**config.mk**
```make
export PLATFORM = sky130hd
export DESIGN_NAME = priority_tone_buzzer_control_flat
export DESIGN_NICKNAME = d
export VERILOG_FILES = /design/src/design/ptb_pkg.sv /design/src/design/ptb_if.sv /design/src/design/ptb_ctrl.sv /design/src/design/ptb_dp.sv /design/src/design/priority_tone_buzzer_control.sv /design/src/flat_wrapper.sv
export SDC_FILE = /design/constraint.sdc
export NUM_CORES = 1
export LEC_CHECK = 0
export BUFFER_PORTS_ARGS = -buffer_cell sky130_fd_sc_hd__buf_2
export CAP_MARGIN = 20
export CELL_PAD_IN_SITES_DETAIL_PLACEMENT = 1
export CELL_PAD_IN_SITES_GLOBAL_PLACEMENT = 2
export CORE_MARGIN = 1
export CORE_UTILIZATION = 35
export CTS_BUF_LIST = sky130_fd_sc_hd__clkbuf_8
export DETAILED_ROUTE_END_ITERATION = 7
export PLACE_DENSITY = 0.83
export SLEW_MARGIN = 15
export SYNTH_ARGS = -nofsm -noshare
export SYNTH_HDL_FRONTEND = slang
export SYNTH_SLANG_ARGS = --single-unit
```
**constraint.sdc**
```tcl
create_clock -name clock -period 3.6 [get_ports clock]
set_clock_uncertainty 0.15 [all_clocks]
set_input_delay 0.72 -clock clock [delete_from_list [all_inputs] [get_ports clock]]
set_output_delay 0.72 -clock clock [all_outputs]
set_load 0.1 [all_outputs]
```
**src/design/ptb_pkg.sv**
```systemverilog
// ---------------------------------------------------------------------------
// Priority tone buzzer package
// Shared constants, controller state type and the command and status
// structures that join the controller to the datapath.
// ---------------------------------------------------------------------------
package ptb_pkg;

   // Special tone codes.
   localparam logic [15:0] STOP_CODE      = 16'd0;
   localparam logic [15:0] PAUSE_CODE     = 16'd1;

   // Timer constants.
   localparam logic [15:0] TONE_BASE      = 16'd50000;
   localparam logic [15:0] SILENT_COMPARE = 16'd5000;
   localparam logic [1:0]  DEFAULT_VOLUME = 2'd2;

   // Operation codes.
   localparam logic OP_TICK = 1'b0;
   localparam logic OP_BUZZ = 1'b1;

   // Volume kinds.
   localparam logic [1:0] KIND_UI    = 2'd0;
   localparam logic [1:0] KIND_ALARM = 2'd1;
   localparam logic [1:0] KIND_HOUR  = 2'd2;
   localparam logic [1:0] KIND_OTHER = 2'd3;

   // Volume levels.
   localparam logic [1:0] VOL_OFF  = 2'd0;
   localparam logic [1:0] VOL_LOW  = 2'd1;
   localparam logic [1:0] VOL_MID  = 2'd2;
   localparam logic [1:0] VOL_HIGH = 2'd3;

   // Register indexes.
   localparam logic [1:0] REG_VOLUME_UI    = 2'd0;
   localparam logic [1:0] REG_VOLUME_ALARM = 2'd1;
   localparam logic [1:0] REG_VOLUME_HOUR  = 2'd2;

   // Divider: one quotient bit per step.
   localparam int          DIV_STEPS     = 16;
   localparam int          DIV_CNT_W     = $clog2(DIV_STEPS);
   localparam logic [DIV_CNT_W-1:0] DIV_LAST = DIV_CNT_W'(DIV_STEPS - 1);

   typedef enum logic [1:0] {
      ST_IDLE,
      ST_DIVIDE,
      ST_EMIT
   } state_type;

   // Commands from the controller.
   typedef struct packed {
      logic load;      // capture the incoming item and seed the divider
      logic step;      // one restoring division step
      logic commit;    // update the state and load the result register
   } cmd_type;

   // Status towards the controller.
   typedef struct packed {
      logic need_div;  // the incoming item is a passing tone request
      logic out_free;  // the result register can take a new result
   } status_type;

endpackage

```
**src/design/ptb_if.sv**
```systemverilog
// ---------------------------------------------------------------------------
// Priority tone buzzer channels
// Valid/ready channels for requests, results and register writes.
// ---------------------------------------------------------------------------
interface ptb_req_if;
   logic        valid;
   logic        ready;
   logic        operation;
   logic [15:0] length_ms;
   logic [15:0] tone;
   logic [1:0]  volume_kind;
   logic [2:0]  priority_req;
   logic        has_finish_hook;

   modport source (output valid, operation, length_ms, tone, volume_kind,
                   priority_req, has_finish_hook, input ready);
   modport sink   (input valid, operation, length_ms, tone, volume_kind,
                   priority_req, has_finish_hook, output ready);
endinterface

interface ptb_rsp_if;
   logic        valid;
   logic        ready;
   logic        pwm_enable;
   logic [15:0] period;
   logic [15:0] compare;
   logic        accepted;
   logic        finished;
   logic        busy_res;

   modport source (output valid, pwm_enable, period, compare, accepted,
                   finished, busy_res, input ready);
   modport sink   (input valid, pwm_enable, period, compare, accepted,
                   finished, busy_res, output ready);
endinterface

interface ptb_csr_if;
   logic       valid;
   logic       ready;
   logic [1:0] reg_index;
   logic [1:0] wdata;

   modport source (output valid, reg_index, wdata, input ready);
   modport sink   (input valid, reg_index, wdata, output ready);
endinterface

```
**src/design/ptb_ctrl.sv**
```systemverilog
// ---------------------------------------------------------------------------
// Priority tone buzzer controller
// Sequences one item at a time: capture, optional division, result commit.
// ---------------------------------------------------------------------------
module ptb_ctrl (
   input  logic               clock,
   input  logic               reset,
   input  logic               req_valid,
   output logic               req_ready,
   input  ptb_pkg::status_type status,
   output ptb_pkg::cmd_type   cmd,
   output ptb_pkg::state_type state
);
   import ptb_pkg::*;

   state_type            state_ff, state_in;
   logic [DIV_CNT_W-1:0] cnt_ff, cnt_in;

   // State and step counter registers.
   always_ff @(posedge clock) begin
      if (reset) begin
         state_ff <= ST_IDLE;
         cnt_ff   <= '0;
      end else begin
         state_ff <= state_in;
         cnt_ff   <= cnt_in;
      end
   end

   // Next state and commands.
   always_comb begin
      state_in   = state_ff;
      cnt_in     = cnt_ff;
      req_ready  = 1'b0;
      cmd.load   = 1'b0;
      cmd.step   = 1'b0;
      cmd.commit = 1'b0;
      unique case (state_ff)
         ST_IDLE: begin
            req_ready = 1'b1;
            if (req_valid) begin
               cmd.load = 1'b1;
               cnt_in   = '0;
               state_in = status.need_div ? ST_DIVIDE : ST_EMIT;
            end
         end
         ST_DIVIDE: begin
            cmd.step = 1'b1;
            cnt_in   = cnt_ff + 1'b1;
            if (cnt_ff == DIV_LAST) begin
               state_in = ST_EMIT;
            end
         end
         ST_EMIT: begin
            if (status.out_free) begin
               cmd.commit = 1'b1;
               state_in   = ST_IDLE;
            end
         end
         default: state_in = ST_IDLE;
      endcase
   end

   assign state = state_ff;

endmodule

```
**src/design/ptb_dp.sv**
```systemverilog
// ---------------------------------------------------------------------------
// Priority tone buzzer datapath
// Volume registers, buzzer state, the 50000/tone divider and the result
// register.
// ---------------------------------------------------------------------------
module ptb_dp (
   input  logic                clock,
   input  logic                reset,
   input  ptb_pkg::cmd_type    cmd,
   output ptb_pkg::status_type status,
   // Incoming item.
   input  logic                req_operation,
   input  logic [15:0]         req_length_ms,
   input  logic [15:0]         req_tone,
   input  logic [1:0]          req_volume_kind,
   input  logic [2:0]          req_priority_req,
   input  logic                req_has_finish_hook,
   // Register writes.
   input  logic                csr_write,
   input  logic [1:0]          csr_reg_index,
   input  logic [1:0]          csr_wdata,
   // Result.
   output logic                rsp_valid,
   input  logic                rsp_ready,
   output logic                rsp_pwm_enable,
   output logic [15:0]         rsp_period,
   output logic [15:0]         rsp_compare,
   output logic                rsp_accepted,
   output logic                rsp_finished,
   output logic                rsp_busy_res
);
   import ptb_pkg::*;

   // Volume registers.
   logic [1:0] vol_ui_ff, vol_alarm_ff, vol_hour_ff;

   // Captured item.
   logic        op_ff;
   logic [15:0] len_ff, tone_ff;
   logic [1:0]  kind_ff;
   logic [2:0]  prio_ff;
   logic        hook_ff;

   // Buzzer state.
   logic [15:0] remaining_ff, remaining_in;
   logic [15:0] elapsed_ff, elapsed_in;
   logic [2:0]  cur_prio_ff, cur_prio_in;
   logic        hook_set_ff, hook_set_in;
   logic [15:0] period_ff, period_in;
   logic [15:0] compare_ff, compare_in;
   logic        enabled_ff, enabled_in;

   // Divider.
   logic [15:0] rem_ff;
   logic [15:0] quo_ff;
   logic [16:0] rem_shift, rem_diff;

   // Result register.
   logic        rsp_valid_ff;
   logic        accepted_in, finished_in;
   logic        accepted_ff, finished_ff;
   logic        pwm_ff, busy_ff;
   logic [15:0] per_out_ff, cmp_out_ff;

   // Work values.
   logic [15:0] per;
   logic [1:0]  vol;
   logic [15:0] elapsed_inc;

   // Status towards the controller.
   assign status.need_div = (req_operation == OP_BUZZ) && (req_priority_req >= cur_prio_ff)
                            && (req_tone != STOP_CODE) && (req_tone != PAUSE_CODE)
                            && (req_tone != 16'd0);
   assign status.out_free = !rsp_valid_ff || rsp_ready;

   // Volume registers; writes to an unused index are dropped.
   always_ff @(posedge clock) begin
      if (reset) begin
         vol_ui_ff    <= DEFAULT_VOLUME;
         vol_alarm_ff <= DEFAULT_VOLUME;
         vol_hour_ff  <= DEFAULT_VOLUME;
      end else if (csr_write) begin
         if (csr_reg_index == REG_VOLUME_UI)    vol_ui_ff    <= csr_wdata;
         if (csr_reg_index == REG_VOLUME_ALARM) vol_alarm_ff <= csr_wdata;
         if (csr_reg_index == REG_VOLUME_HOUR)  vol_hour_ff  <= csr_wdata;
      end
   end

   // Item capture.
   always_ff @(posedge clock) begin
      if (cmd.load) begin
         op_ff   <= req_operation;
         len_ff  <= req_length_ms;
         tone_ff <= req_tone;
         kind_ff <= req_volume_kind;
         prio_ff <= req_priority_req;
         hook_ff <= req_has_finish_hook;
      end
   end

   // Restoring division of the tone base by the tone, one bit per step.
   // The partial remainder stays below the tone, so it fits in 16 bits.
   assign rem_shift = {rem_ff, quo_ff[15]};
   assign rem_diff  = rem_shift - {1'b0, tone_ff};

   always_ff @(posedge clock) begin
      if (cmd.load) begin
         rem_ff <= '0;
         quo_ff <= TONE_BASE;
      end else if (cmd.step) begin
         if (!rem_diff[16]) begin
            rem_ff <= rem_diff[15:0];
            quo_ff <= {quo_ff[14:0], 1'b1};
         end else begin
            rem_ff <= rem_shift[15:0];
            quo_ff <= {quo_ff[14:0], 1'b0};
         end
      end
   end

   // Period, with a zero tone saturating to the base, and volume choice.
   assign per = (tone_ff == 16'd0) ? TONE_BASE : quo_ff;

   always_comb begin
      unique case (kind_ff)
         KIND_UI:    vol = vol_ui_ff;
         KIND_ALARM: vol = vol_alarm_ff;
         KIND_HOUR:  vol = vol_hour_ff;
         default:    vol = DEFAULT_VOLUME;
      endcase
   end

   assign elapsed_inc = (elapsed_ff == 16'hFFFF) ? elapsed_ff : elapsed_ff + 16'd1;

   // Next buzzer state for the captured item.
   always_comb begin
      remaining_in = remaining_ff;
      elapsed_in   = elapsed_ff;
      cur_prio_in  = cur_prio_ff;
      hook_set_in  = hook_set_ff;
      period_in    = period_ff;
      compare_in   = compare_ff;
      enabled_in   = enabled_ff;
      accepted_in  = 1'b0;
      finished_in  = 1'b0;
      if (op_ff == OP_TICK) begin
         elapsed_in = elapsed_inc;
         if (remaining_ff != 16'd0 && elapsed_inc >= remaining_ff) begin
            compare_in   = SILENT_COMPARE;
            enabled_in   = 1'b0;
            remaining_in = '0;
            cur_prio_in  = '0;
            finished_in  = hook_set_ff;
         end
      end else if (prio_ff >= cur_prio_ff) begin
         accepted_in = 1'b1;
         if (tone_ff == STOP_CODE) begin
            compare_in   = SILENT_COMPARE;
            enabled_in   = 1'b0;
            remaining_in = '0;
            cur_prio_in  = '0;
         end else begin
            cur_prio_in  = prio_ff;
            hook_set_in  = hook_ff;
            remaining_in = len_ff;
            elapsed_in   = '0;
            if (tone_ff == PAUSE_CODE) begin
               compare_in = SILENT_COMPARE;
               enabled_in = 1'b0;
            end else begin
               unique case (vol)
                  VOL_OFF:  compare_in = SILENT_COMPARE;
                  VOL_LOW:  compare_in = per >> 3;
                  VOL_MID:  compare_in = per >> 2;
                  VOL_HIGH: compare_in = per >> 1;
                  default:  compare_in = SILENT_COMPARE;
               endcase
               period_in  = per;
               enabled_in = 1'b1;
            end
         end
      end
   end

   // Buzzer state registers.
   always_ff @(posedge clock) begin
      if (reset) begin
         remaining_ff <= '0;
         elapsed_ff   <= '0;
         cur_prio_ff  <= '0;
         hook_set_ff  <= 1'b0;
         period_ff    <= '0;
         compare_ff   <= SILENT_COMPARE;
         enabled_ff   <= 1'b0;
      end else if (cmd.commit) begin
         remaining_ff <= remaining_in;
         elapsed_ff   <= elapsed_in;
         cur_prio_ff  <= cur_prio_in;
         hook_set_ff  <= hook_set_in;
         period_ff    <= period_in;
         compare_ff   <= compare_in;
         enabled_ff   <= enabled_in;
      end
   end

   // Result register: loaded on commit, emptied by a transfer.
   always_ff @(posedge clock) begin
      if (reset) begin
         rsp_valid_ff <= 1'b0;
      end else if (cmd.commit) begin
         rsp_valid_ff <= 1'b1;
      end else if (rsp_ready) begin
         rsp_valid_ff <= 1'b0;
      end
   end

   always_ff @(posedge clock) begin
      if (cmd.commit) begin
         pwm_ff      <= enabled_in;
         per_out_ff  <= period_in;
         cmp_out_ff  <= compare_in;
         accepted_ff <= accepted_in;
         finished_ff <= finished_in;
         busy_ff     <= (remaining_in != 16'd0);
      end
   end

   assign rsp_valid      = rsp_valid_ff;
   assign rsp_pwm_enable = pwm_ff;
   assign rsp_period     = per_out_ff;
   assign rsp_compare    = cmp_out_ff;
   assign rsp_accepted   = accepted_ff;
   assign rsp_finished   = finished_ff;
   assign rsp_busy_res   = busy_ff;

endmodule

```
**src/design/priority_tone_buzzer_control.sv**
```systemverilog
// ---------------------------------------------------------------------------
// Priority tone buzzer control
// Keeps the enable, period and compare settings of a PWM tone generator.
//
// Channels: req_ch takes one item per transfer, either a one-millisecond
// tick or a buzz request; rsp_ch returns exactly one result per item with
// the current enable, period and compare and the accepted, finished and
// busy flags. csr_ch writes the three volume registers and is always ready.
// Sequence: a tick, a stop, a pause or an ignored request is captured and
// then committed from the emit state; a tone request first runs through the
// divider that forms 50000/tone one quotient bit per cycle. The block takes
// a new item only after the last one has been committed.
// A finished result waits in an output register, so the next item can be
// taken while the receiver stalls; that item then waits for the register
// to empty before it is committed.
// Reset clears all buzzer state, silences the tone (compare 5000) and sets
// every volume register to 2.
// ---------------------------------------------------------------------------
module priority_tone_buzzer_control (
   input logic clock,
   input logic reset,
   ptb_req_if.sink   req_ch,
   ptb_rsp_if.source rsp_ch,
   ptb_csr_if.sink   csr_ch
);
   import ptb_pkg::*;

   cmd_type    cmd;
   status_type status;
   state_type  state;

   // Register writes are taken at once.
   assign csr_ch.ready = 1'b1;

   // Controller.
   ptb_ctrl u_ctrl (
      .clock     (clock),
      .reset     (reset),
      .req_valid (req_ch.valid),
      .req_ready (req_ch.ready),
      .status    (status),
      .cmd       (cmd),
      .state     (state)
   );

   // Datapath.
   ptb_dp u_dp (
      .clock               (clock),
      .reset               (reset),
      .cmd                 (cmd),
      .status              (status),
      .req_operation       (req_ch.operation),
      .req_length_ms       (req_ch.length_ms),
      .req_tone            (req_ch.tone),
      .req_volume_kind     (req_ch.volume_kind),
      .req_priority_req    (req_ch.priority_req),
      .req_has_finish_hook (req_ch.has_finish_hook),
      .csr_write           (csr_ch.valid),
      .csr_reg_index       (csr_ch.reg_index),
      .csr_wdata           (csr_ch.wdata),
      .rsp_valid           (rsp_ch.valid),
      .rsp_ready           (rsp_ch.ready),
      .rsp_pwm_enable      (rsp_ch.pwm_enable),
      .rsp_period          (rsp_ch.period),
      .rsp_compare         (rsp_ch.compare),
      .rsp_accepted        (rsp_ch.accepted),
      .rsp_finished        (rsp_ch.finished),
      .rsp_busy_res        (rsp_ch.busy_res)
   );

   // A division runs through all its steps in the divide state and then emits.
   a_div_length: assert property (@(posedge clock) disable iff (reset)
      (state == ST_DIVIDE && $past(state) != ST_DIVIDE)
      |-> ##15 (state == ST_DIVIDE) ##1 (state == ST_EMIT))
      else $error("divider did not run for sixteen cycles");

   // A finish always comes with the tone stopped and nothing pending.
   a_finish_silent: assert property (@(posedge clock) disable iff (reset)
      (rsp_ch.valid && rsp_ch.finished) |-> (!rsp_ch.busy_res && !rsp_ch.pwm_enable))
      else $error("finish reported while the tone is still active");

   // A silenced output always carries the silent compare value.
   a_silent_compare: assert property (@(posedge clock) disable iff (reset)
      (rsp_ch.valid && !rsp_ch.pwm_enable) |-> (rsp_ch.compare == SILENT_COMPARE))
      else $error("silent output without the silent compare value");

   // A request result never also reports a finish.
   a_accept_no_finish: assert property (@(posedge clock) disable iff (reset)
      (rsp_ch.valid && rsp_ch.accepted) |-> !rsp_ch.finished)
      else $error("accepted request reported a finish");

endmodule
```
**src/flat_wrapper.sv**
```systemverilog
// flat-port wrapper written by rule: the top's interface ports become plain ports
module priority_tone_buzzer_control_flat import ptb_pkg::*;
  (clock, reset, req_ch_valid, req_ch_operation, req_ch_length_ms, req_ch_tone, req_ch_volume_kind, req_ch_priority_req, req_ch_has_finish_hook, req_ch_ready, rsp_ch_valid, rsp_ch_pwm_enable, rsp_ch_period, rsp_ch_compare, rsp_ch_accepted, rsp_ch_finished, rsp_ch_busy_res, rsp_ch_ready, csr_ch_valid, csr_ch_reg_index, csr_ch_wdata, csr_ch_ready);
  ptb_req_if req_ch_i ();
  ptb_rsp_if rsp_ch_i ();
  ptb_csr_if csr_ch_i ();
  input logic clock;
  input logic reset;
  input wire logic [$bits(req_ch_i.valid)-1:0] req_ch_valid;
  input wire logic [$bits(req_ch_i.operation)-1:0] req_ch_operation;
  input wire logic [$bits(req_ch_i.length_ms)-1:0] req_ch_length_ms;
  input wire logic [$bits(req_ch_i.tone)-1:0] req_ch_tone;
  input wire logic [$bits(req_ch_i.volume_kind)-1:0] req_ch_volume_kind;
  input wire logic [$bits(req_ch_i.priority_req)-1:0] req_ch_priority_req;
  input wire logic [$bits(req_ch_i.has_finish_hook)-1:0] req_ch_has_finish_hook;
  output wire logic [$bits(req_ch_i.ready)-1:0] req_ch_ready;
  output wire logic [$bits(rsp_ch_i.valid)-1:0] rsp_ch_valid;
  output wire logic [$bits(rsp_ch_i.pwm_enable)-1:0] rsp_ch_pwm_enable;
  output wire logic [$bits(rsp_ch_i.period)-1:0] rsp_ch_period;
  output wire logic [$bits(rsp_ch_i.compare)-1:0] rsp_ch_compare;
  output wire logic [$bits(rsp_ch_i.accepted)-1:0] rsp_ch_accepted;
  output wire logic [$bits(rsp_ch_i.finished)-1:0] rsp_ch_finished;
  output wire logic [$bits(rsp_ch_i.busy_res)-1:0] rsp_ch_busy_res;
  input wire logic [$bits(rsp_ch_i.ready)-1:0] rsp_ch_ready;
  input wire logic [$bits(csr_ch_i.valid)-1:0] csr_ch_valid;
  input wire logic [$bits(csr_ch_i.reg_index)-1:0] csr_ch_reg_index;
  input wire logic [$bits(csr_ch_i.wdata)-1:0] csr_ch_wdata;
  output wire logic [$bits(csr_ch_i.ready)-1:0] csr_ch_ready;
  assign req_ch_i.valid = req_ch_valid;
  assign req_ch_i.operation = req_ch_operation;
  assign req_ch_i.length_ms = req_ch_length_ms;
  assign req_ch_i.tone = req_ch_tone;
  assign req_ch_i.volume_kind = req_ch_volume_kind;
  assign req_ch_i.priority_req = req_ch_priority_req;
  assign req_ch_i.has_finish_hook = req_ch_has_finish_hook;
  assign req_ch_ready = req_ch_i.ready;
  assign rsp_ch_valid = rsp_ch_i.valid;
  assign rsp_ch_pwm_enable = rsp_ch_i.pwm_enable;
  assign rsp_ch_period = rsp_ch_i.period;
  assign rsp_ch_compare = rsp_ch_i.compare;
  assign rsp_ch_accepted = rsp_ch_i.accepted;
  assign rsp_ch_finished = rsp_ch_i.finished;
  assign rsp_ch_busy_res = rsp_ch_i.busy_res;
  assign rsp_ch_i.ready = rsp_ch_ready;
  assign csr_ch_i.valid = csr_ch_valid;
  assign csr_ch_i.reg_index = csr_ch_reg_index;
  assign csr_ch_i.wdata = csr_ch_wdata;
  assign csr_ch_ready = csr_ch_i.ready;
  priority_tone_buzzer_control u_core (.clock(clock), .reset(reset), .req_ch(req_ch_i), .rsp_ch(rsp_ch_i), .csr_ch(csr_ch_i));
endmodule
```
# Word-level counts from Yosys, hierarchy flattened
# Cells that the tools add are included.
[classes]
addsub = 3
n_mul = 0
div = 0
magnitude_cmp = 3
eq_ne = 18
shifts = 0
n_mux = 46
bitwise_logic = 2
reduce_logical = 27
[op_table]
columns = ["operator", "n"]
rows = [
  ["$mux 16", 18],
  ["$pmux 16 s4", 1],
  ["$reduce_bool 16->1", 3],
  ["$sub 17x16->17", 1],
  ["$add 16x1->16 const B", 1],
  ["$eq 16x1->1 const B", 1],
  ["$eq 16x16->1 const B", 1],
  ["$ge 16x16->1", 1],
  ["$logic_not 16->1", 1],
  ["$ne 16x1->1 const B", 1],
  ["$mux 1", 15],
  ["$mux 3", 4],
  ["$pmux 2 s3", 2],
  ["$eq 2x2->1 const B", 5],
  ["$reduce_and 3->1", 3],
  ["$eq 2x1->1 const B", 4],
  ["$logic_not 2->1", 4],
  ["$mux 2", 4],
  ["$pmux 4 s2", 1],
  ["$reduce_and 2->1", 4],
  ["$ge 3x3->1", 2],
  ["$ne 2x2->1 const B", 3],
  ["$reduce_bool 2->1", 3],
  ["$logic_and 1x1->1", 5],
  ["other kinds (9)", 11],
]
[word_totals]
regBits = 189
latchBits = 0
ramBits = 0
rom_bits = 0
wordCells = 126
n_memories = 0

# Longest topological paths before layout
[logic_depth]
word_depth = 8
mapped_depth = 15

# Modules after synthesis
# From an unflattened synthesis, not the netlist that was laid out.
[hier_totals]
hier_cells = 912
hier_area_um2 = 9091.2
[modules_own_cells]
columns = ["mod", "n_inst", "cells_per_inst", "area_each_um2", "seq_area_each_um2"]
rows = [
  ["ptb_dp", 1, 874, 8760.9, 4414.2],
  ["ptb_ctrl", 1, 36, 319.1, 120.1],
  ["priority_tone_buzzer_control", 1, 2, 11.3, 0.0],
]

# Least setup slack after synthesis
# No wires, ideal clock.
[synth_path]
kind = "reg-to-reg"
startpoint = "register u_core.u_dp.elapsed_ff[2]"
endpoint = "register u_core.u_dp.cmp_out_ff[11], in the netlist u_core.u_dp.rsp_compare[11] (data pin)"
arrival_time_ns = 3.368
required_ns = 3.194
path_slack_ns = -0.174
path_stages_with_launch = 14
n_path_buf = 0
period_less_slack_ns = 3.774
cell_sequence = "dfxtp_1 > and4_1 > and3_1 > nand4_1 > nor3_1 > nand3_1 > mux2_2 > ha_1 > nand4_1 > or4_1 > o211a_1 > nor3_2 > nor2_1 > a22o_1"
[synth_between]
elab_chain_cells = 6
word_cells_on_any_way = 7
cone_classes = "add/sub (1); order compare (1); eq/ne (1); mux (3); reduce/logical (1)"
[synth_lines]
columns = ["element", "line_no", "rtl"]
rows = [
  ["from (decl)", "ptb_dp.sv:46", "logic [15:0] elapsed_ff, elapsed_in;"],
  ["from (signal assigned)", "ptb_dp.sv:197", "elapsed_ff <= elapsed_in;"],
  ["$add 16x1->16 or $eq 16x16->1 (tied branches)", "ptb_dp.sv:133", "assign elapsed_inc = (elapsed_ff == 16'hFFFF) ? elapsed_ff : elapsed_ff + 16'd1;"],
  ["$mux 16 *", "ptb_dp.sv:133", ""],
  ["$ge 16x16->1 *", "ptb_dp.sv:148", "if (remaining_ff != 16'd0 && elapsed_inc >= remaining_ff) begin"],
  ["$logic_and 1x1->1 *", "ptb_dp.sv:148", ""],
  ["$mux 16 *", "ptb_dp.sv:148", ""],
  ["$mux 16 *", "ptb_dp.sv:146", "if (op_ff == OP_TICK) begin"],
  ["via u_core.u_dp.compare_in[11]", "ptb_dp.sv:50", "logic [15:0] compare_ff, compare_in;"],
  ["to (signal assigned)", "ptb_dp.sv:221", "cmp_out_ff <= compare_in;"],
  ["to (decl)", "ptb_dp.sv:63", "logic [15:0] per_out_ff, cmp_out_ff;"],
]
# Mark *: on every way through the listed nets, which the timed path passes. The rest lies on a longest branch.
# A chain may end at the register's enable or synchronous reset.

# Worst setup path in the final report
[layout_path]
startpoint = "register u_core.u_dp.elapsed_ff[2]"
endpoint = "register u_core.u_dp.cur_prio_ff[1]"
[layout_between]
elab_chain_cells = 6
word_cells_on_any_way = 7
cone_classes = "add/sub (1); order compare (1); eq/ne (1); mux (1); reduce/logical (3)"
[layout_lines]
columns = ["element", "line_no", "rtl"]
rows = [
  ["$add 16x1->16 or $eq 16x16->1 (tied branches)", "ptb_dp.sv:133", ""],
  ["$mux 16 *", "ptb_dp.sv:133", ""],
  ["$ge 16x16->1 *", "ptb_dp.sv:148", ""],
  ["$logic_and 1x1->1 *", "ptb_dp.sv:148", ""],
  ["$reduce_bool 2->1 (no line) *", "-", ""],
  ["$reduce_and 3->1 (no line) *", "-", ""],
  ["to (signal assigned)", "ptb_dp.sv:198", "cur_prio_ff <= cur_prio_in;"],
  ["to (decl)", "ptb_dp.sv:47", "logic [2:0] cur_prio_ff, cur_prio_in;"],
]
# Mark *: on every way between the ends. The rest lies on a longest branch, timed or not.

==> results.ini <==
[synth]
synth_edf_count=75
syn_nets=1014
syn_inst=925
ys_seq_elements=189
ys_top_cells_by_area=dfxtp_1 (25%), edfxtp_1 (25%), ha_1 (5.5%), nand2_1 (4.2%), nor2_1 (3.1%)
syn_area_per_cell_um2=9.79
synth.distinct_cells=70
yosysSeqAreaShare_pct=50.1
yosysTopAreaCellShare_pct=25.2
synth_flop_cell=dfxtp_1
synth_area_um2=9060
synth_top_cell_by_area=dfxtp_1
async_flop_share_pct=0
yosysWarningCount=0

[clocking]
clock_path_buffers=2
cts-buffers-inserted=17
cts_hold_buf=0
cts-htree-levels=4
cts_tree=built
clk_pin_slew_ns=0.12
clock_sinks=189
clockRootBuffer=clkbuf_8
clk_latency_ns=0.47

[sta]
fin_crit_ns=3.69
hold_violations=0
finalMaxSlewViolations=0
finalCritPeriodShare_pct=102
hold_slack_ns=0.261
tightest_slew_ns=0.883
rsz0062_at_grt=yes
fmax_ghz=0.271
layout_setup_ws_ns=-0.0887
finalSetupViolCount=45
slew_headroom_pct=41.2

[global_routing]
grt_max_degree=54
first_global_vias=7673
track_usage_pct=19.1
grtUsageMet2_pct=32.8
antenna_found_initial=1
grt.busiest_layer=met2
grt_overflow_total=0
use_met1_pct=24.8
grt_pass1_wl_um=39800
met3_usage_pct=3.00

[pwr]
p_clk_share_pct=30.4
power.switching_mw=1.52
pwr-share-seq_pct=52.0
intPower_mw=3.15
p_leak_nw=4.26
switching_share_pct=32.5
power.density_nw_per_um2=430
comb_power_share_pct=17.6
ir_worst_vdd_uv=174

[routing]
drc=0
ant_nets=0
drtIter0Drc=398
wl_per_cell_um=17.5
viasPerCell=5.30
routed_wl_um=24500
num_vias=7393
first_pass_iters=4

[floorplanning]
fp-row-count=58
die_height_um=163
die_w_um=163
core_um2=25300
die_area_um2=26500
io_pins=87
start_util_pct=35.9

[critical_path]
crit_fanout=6
rrSetupSlack_ns=-0.09
regToRegStartpoint=u_core.u_dp.elapsed_ff[2]$_SDFFE_PP0P_
startpoint_type=register
critPathLaunch=u_core.u_dp.elapsed_ff[2]$_SDFFE_PP0P_
crit_required_ns=3.79
path_class=reg2reg
reg2reg_depth=15
cp-end-kind=register
cp.arrival_ns=3.88

[final_layout]
fill_cells=2924
drive_gt1_share_pct=23.4
final_cell_mix=dfxtp_1 (110), nand2_1 (98), buf_2 (85)
nets=1141
syn2layout_area_growth_pct=19.7
final_common_cell=dfxtp_1

[worst_hold_path]
min_path_cells=1
min_from=req_ch_length_ms[4]
hp-class=in2reg

[placement]
place_ws_ns=-0.162
place_congestion=0.779
dp_hpwl_um=17800
portBuffers=85

[run_status]
violations=negative setup slack
status=complete, but fails checks

[job]
drv_cap=0

[through the flow]
stage                     setup TNS [ns]  power, mW  instance area, um2  util, %  instances
after detailed placement           -5.22       3.23               10200     40.2       1353
final                              -1.75       4.66               10800     42.9       1396
after CTS                         -0.316       4.69               10800     42.6       1395
after global placement             -1.03       3.21               10200     40.2       1353
after floorplan                        0       3.00                9070        -        925
after global routing               -8.69       4.86               10800     42.9       1396
[sequential cells by signal, summed over array words and instances (netlist names), 16 cells and up]
name / count
u_core.u_dp.quo_ff: 16
u_core.u_dp.compare_ff: 16
u_core.u_dp.elapsed_ff: 16
u_core.u_dp.tone_ff: 16
u_core.u_dp.len_ff: 16
u_core.u_dp.remaining_ff: 16
u_core.u_dp.period_ff: 16
u_core.u_dp.rem_ff: 16
u_core.u_dp.rsp_period: 16
u_core.u_dp.rsp_compare: 16
[power by group through the flow]
stage	logic, mW	clock network (mW)	registers [mW]
floorplan	0.394	0	2.61
global placement	0.742	0	2.47
detailed placement	0.753	0	2.48
CTS	0.807	1.46	2.43
global route	0.891	1.53	2.44
finish	0.821	1.42	2.43
[what timing repair did]
item | CTS | global route
buffers inserted | 10 | 1
gates resized for setup | 22 | 24
setup endpoints to repair | 49 | 55
cloned | 1 | 0
pin swaps | 26 | 13
[cells in the mapped netlist, types with 4 or more instances]
cell and n:
nor4_1 16, buf_1 4, o311ai_1 4, nand2b_1 8, a22oi_1 12, buf_2 8
o211ai_1 4, xnor2_1 9, nor2_1 74, mux2_2 20, o21a_1 9, dfxtp_1 114
nand4_1 12, edfxtp_1 75, a32o_1 4, and3_1 6, nor3_1 14, a211oi_1 12
xor2_1 12, mux2i_1 17, a21oi_1 53, ha_1 40, and2_1 7, nor2b_1 7
inv_1 52, nand2_1 101, o22a_1 5, clkbuf_1 27, a22o_1 29, o21ai_1 17
o22ai_1 6, nand3_1 48, o21ai_0 36
[worst max-delay path, cell delays in order (launching register included)]
cell and delay (ns):
dfxtp_2 0.35, and4_4 0.23, buf_6 0.10, nand4_1 0.16, buf_4 0.20, a211oi_2 0.28, xor2_2 0.16, ha_4 0.30
nand4_1 0.12, or4_4 0.55, o211ai_1 0.31, buf_4 0.22, buf_12 0.12, a21oi_1 0.05, a41oi_1 0.19, nor2_1 0.06
[layer usage]
| metal | routed length, um | up-vias |
|---|---|---|
| li1 | - | 3637 |
| met3 | 611 | 16 |
| met5 | 0 | - |
| met2 | 12000 | 98 |
| met1 | 11700 | 3642 |
| met4 | 264 | 0 |
[final timing paths]
kind                                                  end
setup / recovery  u_core.u_dp.cur_prio_ff[1]$_SDFFE_PP0P_
hold / removal            u_core.u_dp.len_ff[4]$_DFFE_PP_
setup reg to reg  u_core.u_dp.cur_prio_ff[1]$_SDFFE_PP0P_
hold reg to reg    u_core.u_dp.period_ff[12]$_SDFFE_PP0P_
[final cells by class]
cell class | count | area [um2] | area share (%)
sequential | 189 | 4540 | 41.9
multi-input combinational | 641 | 4320 | 39.8
timing repair buffer | 149 | 965 | 8.90
tap | 330 | 413 | 3.81
clock buffer | 17 | 234 | 2.16
inverter | 54 | 203 | 1.87
clock inverter | 15 | 170 | 1.57
antenna | 1 | 2.50 | 0.0231
[cells by family after synthesis]
family | Yosys count | synth area share (%)
other | 1 | 0.0414
muxes | 38 | 4.49
xor gates and xnor gates | 21 | 2.03
DFF | 189 | 50.1
AOI/OAI and AO/OA | 230 | 17.5
buffers and inverters | 95 | 4.13
and+or+nand+nor | 310 | 16.0
adders and majority gates | 41 | 5.75
(Power assumes the default switching activity.)
